$ cat config.mk
export PLATFORM = sky130hd
export DESIGN_NAME = hbs_ctrl
export DESIGN_NICKNAME = d
export VERILOG_FILES = /design/src/hdl/hbs_pkg.sv /design/src/hdl/hbs_ctrl.sv
export SDC_FILE = /design/constraint.sdc
export NUM_CORES = 1
export LEC_CHECK = 0
export ABC_AREA = 1
export BUFFER_PORTS_ARGS = -buffer_cell sky130_fd_sc_hd__buf_4
export CAP_MARGIN = 20
export CORE_AREA = 5 5 42 44
export CTS_CLUSTER_SIZE = 10
export DETAILED_ROUTE_END_ITERATION = 16
export DIE_AREA = 0 0 47 49
export PLACE_DENSITY = 0.64
export SKIP_LAST_GASP = 1
export SLEW_MARGIN = 20
export SYNTH_ARGS = -nofsm -noshare
export SYNTH_HDL_FRONTEND = slang
export SYNTH_SLANG_ARGS = --single-unit
$ cat constraint.sdc
create_clock -name clk -period 2.8 [get_ports clk]
set_clock_uncertainty 0.05 [all_clocks]
set_input_delay 0.14 -clock clk [delete_from_list [all_inputs] [get_ports clk]]
set_output_delay 0.14 -clock clk [all_outputs]
set_load 0.02 [all_outputs]
$ cat src/hdl/hbs_pkg.sv
// ---------------------------------------------------------------------------
// hbs_pkg
// Types, codes and fixed field widths shared by the heightfield sampler.
// ---------------------------------------------------------------------------
package hbs_pkg;

    localparam int POS_W     = 14;
    localparam int HEIGHT_W  = 16;
    localparam int DIM_REG_W = 7;
    localparam int CFG_IDX_W = 2;
    localparam int CFG_DAT_W = 16;

    // command field
    localparam logic CMD_WRITE = 1'b0;
    localparam logic CMD_READ  = 1'b1;

    // configuration register indexes
    localparam logic [CFG_IDX_W-1:0] CFG_GRID_WIDTH  = 2'd0;
    localparam logic [CFG_IDX_W-1:0] CFG_GRID_LENGTH = 2'd1;
    localparam logic [CFG_IDX_W-1:0] CFG_BASE_LEVEL  = 2'd2;

    // corner select: bit 0 is the x offset, bit 1 the z offset
    localparam logic [1:0] CORNER_00 = 2'd0;
    localparam logic [1:0] CORNER_10 = 2'd1;
    localparam logic [1:0] CORNER_01 = 2'd2;
    localparam logic [1:0] CORNER_11 = 2'd3;

    // lerp operand select
    localparam logic [1:0] LERP_TOP = 2'd0;
    localparam logic [1:0] LERP_BOT = 2'd1;
    localparam logic [1:0] LERP_Z   = 2'd2;

    typedef struct packed {
        logic                       cmd;
        logic [POS_W-1:0]           pos_x;
        logic [POS_W-1:0]           pos_z;
        logic signed [HEIGHT_W-1:0] new_height;
    } req_t;

    typedef struct packed {
        logic signed [HEIGHT_W-1:0] height;
        logic                       in_range;
    } rsp_t;

    // controller -> datapath
    typedef struct packed {
        logic       clr;
        logic       load_req;
        logic       mem_wr;
        logic [1:0] corner;
        logic       cap_en;
        logic [1:0] cap_corner;
        logic       mul_en;
        logic       acc_en;
        logic [1:0] lerp_sel;
        logic       rsp_hit;
        logic       rsp_miss;
    } cmd_t;

    // datapath -> controller
    typedef struct packed {
        logic clr_last;
        logic is_read;
        logic wr_ok;
        logic rd_ok;
        logic rsp_free;
    } stat_t;

endpackage

$ cat src/hdl/hbs_ctrl.sv
// ---------------------------------------------------------------------------
// hbs_ctrl
// Sequencer: clear sweep, write, out-of-range miss, four corner reads, three shared lerps.
// ---------------------------------------------------------------------------
module hbs_ctrl (
    input  logic          clk,
    input  logic          rst_n,
    input  logic          req_valid,
    output logic          req_stall,
    input  hbs_pkg::stat_t stat,
    output hbs_pkg::cmd_t  cmd
);
    import hbs_pkg::*;

    localparam logic [3:0] S_CLEAR  = 4'd0;
    localparam logic [3:0] S_IDLE   = 4'd1;
    localparam logic [3:0] S_DECODE = 4'd2;
    localparam logic [3:0] S_RD00   = 4'd3;
    localparam logic [3:0] S_RD10   = 4'd4;
    localparam logic [3:0] S_RD01   = 4'd5;
    localparam logic [3:0] S_RD11   = 4'd6;
    localparam logic [3:0] S_LX     = 4'd7;
    localparam logic [3:0] S_MULB   = 4'd8;
    localparam logic [3:0] S_ACCB   = 4'd9;
    localparam logic [3:0] S_MULZ   = 4'd10;
    localparam logic [3:0] S_ACCZ   = 4'd11;
    localparam logic [3:0] S_DONE   = 4'd12;
    localparam logic [3:0] S_MISS   = 4'd13;

    logic [3:0] state_reg;
    logic [3:0] state_next;

    always_ff @(posedge clk or negedge rst_n)
    begin
        if (!rst_n)
        begin
            state_reg <= S_CLEAR;
        end
        else
        begin
            state_reg <= state_next;
        end
    end

    assign req_stall = (state_reg != S_IDLE);

    always_comb
    begin
        state_next = state_reg;
        cmd        = '0;
        cmd.corner = CORNER_00;
        unique case (state_reg)
            S_CLEAR:
            begin
                cmd.clr = 1'b1;
                if (stat.clr_last)
                begin
                    state_next = S_IDLE;
                end
            end
            S_IDLE:
            begin
                if (req_valid)
                begin
                    cmd.load_req = 1'b1;
                    state_next   = S_DECODE;
                end
            end
            S_DECODE:
            begin
                if (!stat.is_read)
                begin
                    cmd.mem_wr = stat.wr_ok;
                    state_next = S_IDLE;
                end
                else if (stat.rd_ok)
                begin
                    state_next = S_RD00;
                end
                else
                begin
                    state_next = S_MISS;
                end
            end
            S_RD00:
            begin
                cmd.corner = CORNER_00;
                state_next = S_RD10;
            end
            S_RD10:
            begin
                cmd.corner     = CORNER_10;
                cmd.cap_en     = 1'b1;
                cmd.cap_corner = CORNER_00;
                state_next     = S_RD01;
            end
            S_RD01:
            begin
                cmd.corner     = CORNER_01;
                cmd.cap_en     = 1'b1;
                cmd.cap_corner = CORNER_10;
                state_next     = S_RD11;
            end
            S_RD11:
            begin
                cmd.corner     = CORNER_11;
                cmd.cap_en     = 1'b1;
                cmd.cap_corner = CORNER_01;
                cmd.mul_en     = 1'b1;
                cmd.lerp_sel   = LERP_TOP;
                state_next     = S_LX;
            end
            S_LX:
            begin
                cmd.cap_en     = 1'b1;
                cmd.cap_corner = CORNER_11;
                cmd.acc_en     = 1'b1;
                cmd.lerp_sel   = LERP_TOP;
                state_next     = S_MULB;
            end
            S_MULB:
            begin
                cmd.mul_en   = 1'b1;
                cmd.lerp_sel = LERP_BOT;
                state_next   = S_ACCB;
            end
            S_ACCB:
            begin
                cmd.acc_en   = 1'b1;
                cmd.lerp_sel = LERP_BOT;
                state_next   = S_MULZ;
            end
            S_MULZ:
            begin
                cmd.mul_en   = 1'b1;
                cmd.lerp_sel = LERP_Z;
                state_next   = S_ACCZ;
            end
            S_ACCZ:
            begin
                cmd.acc_en   = 1'b1;
                cmd.lerp_sel = LERP_Z;
                state_next   = S_DONE;
            end
            S_DONE:
            begin
                if (stat.rsp_free)
                begin
                    cmd.rsp_hit = 1'b1;
                    state_next  = S_IDLE;
                end
            end
            S_MISS:
            begin
                if (stat.rsp_free)
                begin
                    cmd.rsp_miss = 1'b1;
                    state_next   = S_IDLE;
                end
            end
            default:
            begin
                state_next = S_IDLE;
            end
        endcase
    end

endmodule

# Word level (Yosys, flattened, before mapping)
# Index checks and enable logic that the tools add are counted.
totals:
  regBits: 4
  in_bits: 8
  out_inout_bits: 15
  word_cells: 44
op_classes:
  eq_ne: 17
  n_mux: 19
  reduce_logical: 7
op_table:
  columns: ["operator", "count"]
  rows:
  - ["$pmux W4 S13", 1]
  - ["$eq A4 B4 Y1 const B", 6]
  - ["$mux W4", 5]
  - ["$eq A4 B3 Y1 const B", 4]
  - ["$pmux W3 S4", 1]
  - ["$mux W1", 10]
  - ["$eq A4 B2 Y1 const B", 2]
  - ["$pmux W2 S3", 1]
  - ["$reduce_or A2 Y1", 3]
  - ["$reduce_or A3 Y1", 2]
  - ["$eq A4 B1 Y1 const B", 1]
  - ["$logic_not A4 Y1", 1]
  - ["$ne A2 B2 Y1 const B", 2]
  - ["$ne A4 B1 Y1 const B", 1]
  - ["$pmux W2 S2", 1]
  - ["$reduce_and A3 Y1", 1]
  - ["$ne A2 B1 Y1 const B", 1]

# Depth between registers and ports, before layout
logic_depth:
  word_depth: 4
  mapped_depth: 8
  ltp_nobuf: 8

# Least setup slack after synthesis
# Ideal clock, no wire load.
synth_path:
  path_type: "reg2out"
  from: "register state_reg[2]"
  to: "output cmd[11] (netlist name)"
  t_arrival_ns: 1.321
  required_time_ns: 2.610
  setup_slack_ns: 1.289
  stages_incl_launch_ff: 7
  path_cell_list: "dfrtp_1 -> inv_1 -> ha_1 -> inv_1 -> nor2_1 -> nand2_1 -> nor2_1"
synth_lines:
  columns: ["element", "line", "text"]
  rows:
  - ["start: declaration", "hbs_ctrl.sv:30", "logic [3:0] state_reg;"]
  - ["start signal: assignment", "hbs_ctrl.sv:41", "state_reg <= state_next;"]
  - ["end: declaration", "hbs_ctrl.sv:11", "output hbs_pkg::cmd_t cmd"]

==> out/qor.csv <==
metric;value;unit
min_period_over_period;63.6;%
start_util;37.3;%
ys_ff_latch;4;
cts-resized-gates;0;
max_freq;0.561;GHz
port_buffers;22;
synthCells;88;
grt_overflow;0;
leakage;0.432;nW
diodes;0;
track_usage;11.9;%
reg2reg_to;state_reg[0]$_DFFE_PN0P_;
ant_nets;0;
clock_sinks;4;
hpwl;1.10;mm
cts_setup_buffers;0;
finalPower;0.708;mW
dieHeight;49;microns
root_buffer;clkbuf_4;
timing.rr.start;state_reg[2]$_DFFE_PN0P_;
synth-seq-area-share;19.1;%
ios;23;
setup_viol;0;
antenna_found_initial;0;
maxSlewViolCount;0;
fin_setup_tns;0;ns
crit_path_max_fanout;5;
rrSetupSlack;1.29;ns
coreArea;1400;sq um
syn_nets;101;
r2r_cells;7;
drt_iter0_drc;11;
clk_latency;0.22;ns
dp_cells;124;
place_area;686;sq um
htreeDepth;1;
hold_violations;0;
grt_max_degree;13;
final_cell_mix;nand2_1 (23), buf_4 (22), inv_1 (16), nor2_1 (12), nand3_1 (10);
die_w;47;microns
drc;0;
outcome;complete, no violations;
grt_pass1_vias;551;
vias;597;
path_clk_slew;0.03;ns
cts_buffer_depth;2;
grt_pass1_wl;2.11;mm
wl_per_cell;9.77;microns
routed_wl;1.25;mm
relSlewSlack;74.2;%
final_layout_size_suffix_gt1_share;27.7;%
hold_slack;0.205;ns
critPathArrivalTime;1.59;ns
rsz0062_at_grt;no;
cts_tree;yes;
criticalPathCategory;reg -> out;
cap_violations;0;
first_pass_iters;4;
powerDensity;985;nW/um^2
layout_min_cycle_time;1.78;ns
syn2layout_area_growth;37.3;%
design_area;718;sq um
ir_drop;0.453;mV
syn_avg_cell_area;5.94;sq um
fin_cells;128;
fp-row-count;14;
layout.nets;127;
final_common_cell;nand2_1;
synth.distinct_cells;15;
yosys_warnings;0;
crit_path_end_kind;primary output;
synth_area;523;sq um
cts_buffers;3;
worst_slew_pin_slew;0.387;ns
place.gp.congestion;0.812;
largest_reg_flops;4;
die-area;2300;sq um
hp-class;in -> async;
critPathLaunchType;flop;
via_per_inst;4.66;
crit_required;2.61;ns
-- through the flow --
step,util (%),setup WS (ns)
2_1_floorplan,-,1.29
3_3_place_gp,48.9,1.28
3_5_place_dp,48.9,1.25
4_1_cts,51.2,1.01
5_1_grt,51.2,0.873
6_report,51.2,1.02
-- layout make-up --
type / count / area [sq um]
clock buffers: 3 / 22.5
fillers: 147 / 683
multi-input cells: 65 / 337
repair buffers: 23 / 175
well taps: 16 / 20.0
inverters: 17 / 63.8
flip-flops and latches: 4 / 100
-- cell usage after synthesis --
| library cell | number | area share (%) |
|---|---|---|
| nand2_1 | 23 | 17 |
| inv_1 | 16 | 11 |
| nor2_1 | 12 | 8.6 |
| nand3_1 | 10 | 9.6 |
| ha_1 | 5 | 12 |
| o21ai_0 | 5 | 4.8 |
| dfrtp_1 | 4 | 19 |
| nor2_2 | 3 | 3.6 |
| a21oi_1 | 2 | 1.9 |
| buf_6 | 2 | 4.3 |
| nand3_2 | 2 | 3.8 |
| inv_2 | 1 | 0.72 |
| nor3_1 | 1 | 0.96 |
| nor4_1 | 1 | 1.2 |
| o21bai_1 | 1 | 1.4 |
-- cells by family (layout without fill, tap and decap cells) --
group                      count (synthesis)  after routing  share of synthesized area, %
DFF                                        4              4                          19.1
buffers and inverters                     19             43                          16.5
and+or+nand+nor                           52             52                          44.3
adders and majority gates                  5              5                          12.0
AOI/OAI and AO/OA                          8              8                          8.13
-- power by group --
group          internal, mW  leakage, nW  switching [mW]
Clock                0.0475       0.0138          0.0175
Combinational         0.193        0.365           0.321
Sequential           0.0813       0.0530          0.0478
Total                 0.321        0.432           0.386
-- how the worst max path moves through the flow --
stage	from	endpoint	slack (ns)	cells past startpoint
2_1_floorplan	state_reg[2]$_DFFE_PN0P_	cmd[11]	1.29	6
5_1_grt	state_reg[2]$_DFFE_PN0P_	cmd[11]	0.87	7
4_1_cts	state_reg[2]$_DFFE_PN0P_	cmd[11]	1.01	7
6_report	state_reg[2]$_DFFE_PN0P_	cmd[11]	1.02	7
3_3_place_gp	state_reg[2]$_DFFE_PN0P_	cmd[11]	1.28	7
3_5_place_dp	state_reg[2]$_DFFE_PN0P_	cmd[11]	1.25	7
-- per-layer routing --
metal | vias to the layer above | wire length [microns] | GRT usage (%)
li1 | 318 | - | -
met1 | 267 | 544 | 14.2
met2 | 12 | 608 | 20.6
met3 | 0 | 98 | 3.69
met4 | 0 | 0 | 1.38
met5 | - | 0 | 0
-- timing repair --
action / in CTS / in global routing
hold endpoints to repair: 4 / 0
hold buffers: 1 / 0
endpoints found under the setup margin: 0 / 0
-- worst max-delay path: stages, from the launching register on --
cell and delay (ns):
dfrtp_1 0.41, inv_1 0.10, ha_1 0.24, inv_1 0.10
nor2_1 0.22, nand2_1 0.07, nor2_1 0.09, buf_4 0.14
(Power assumes the default switching activity.)
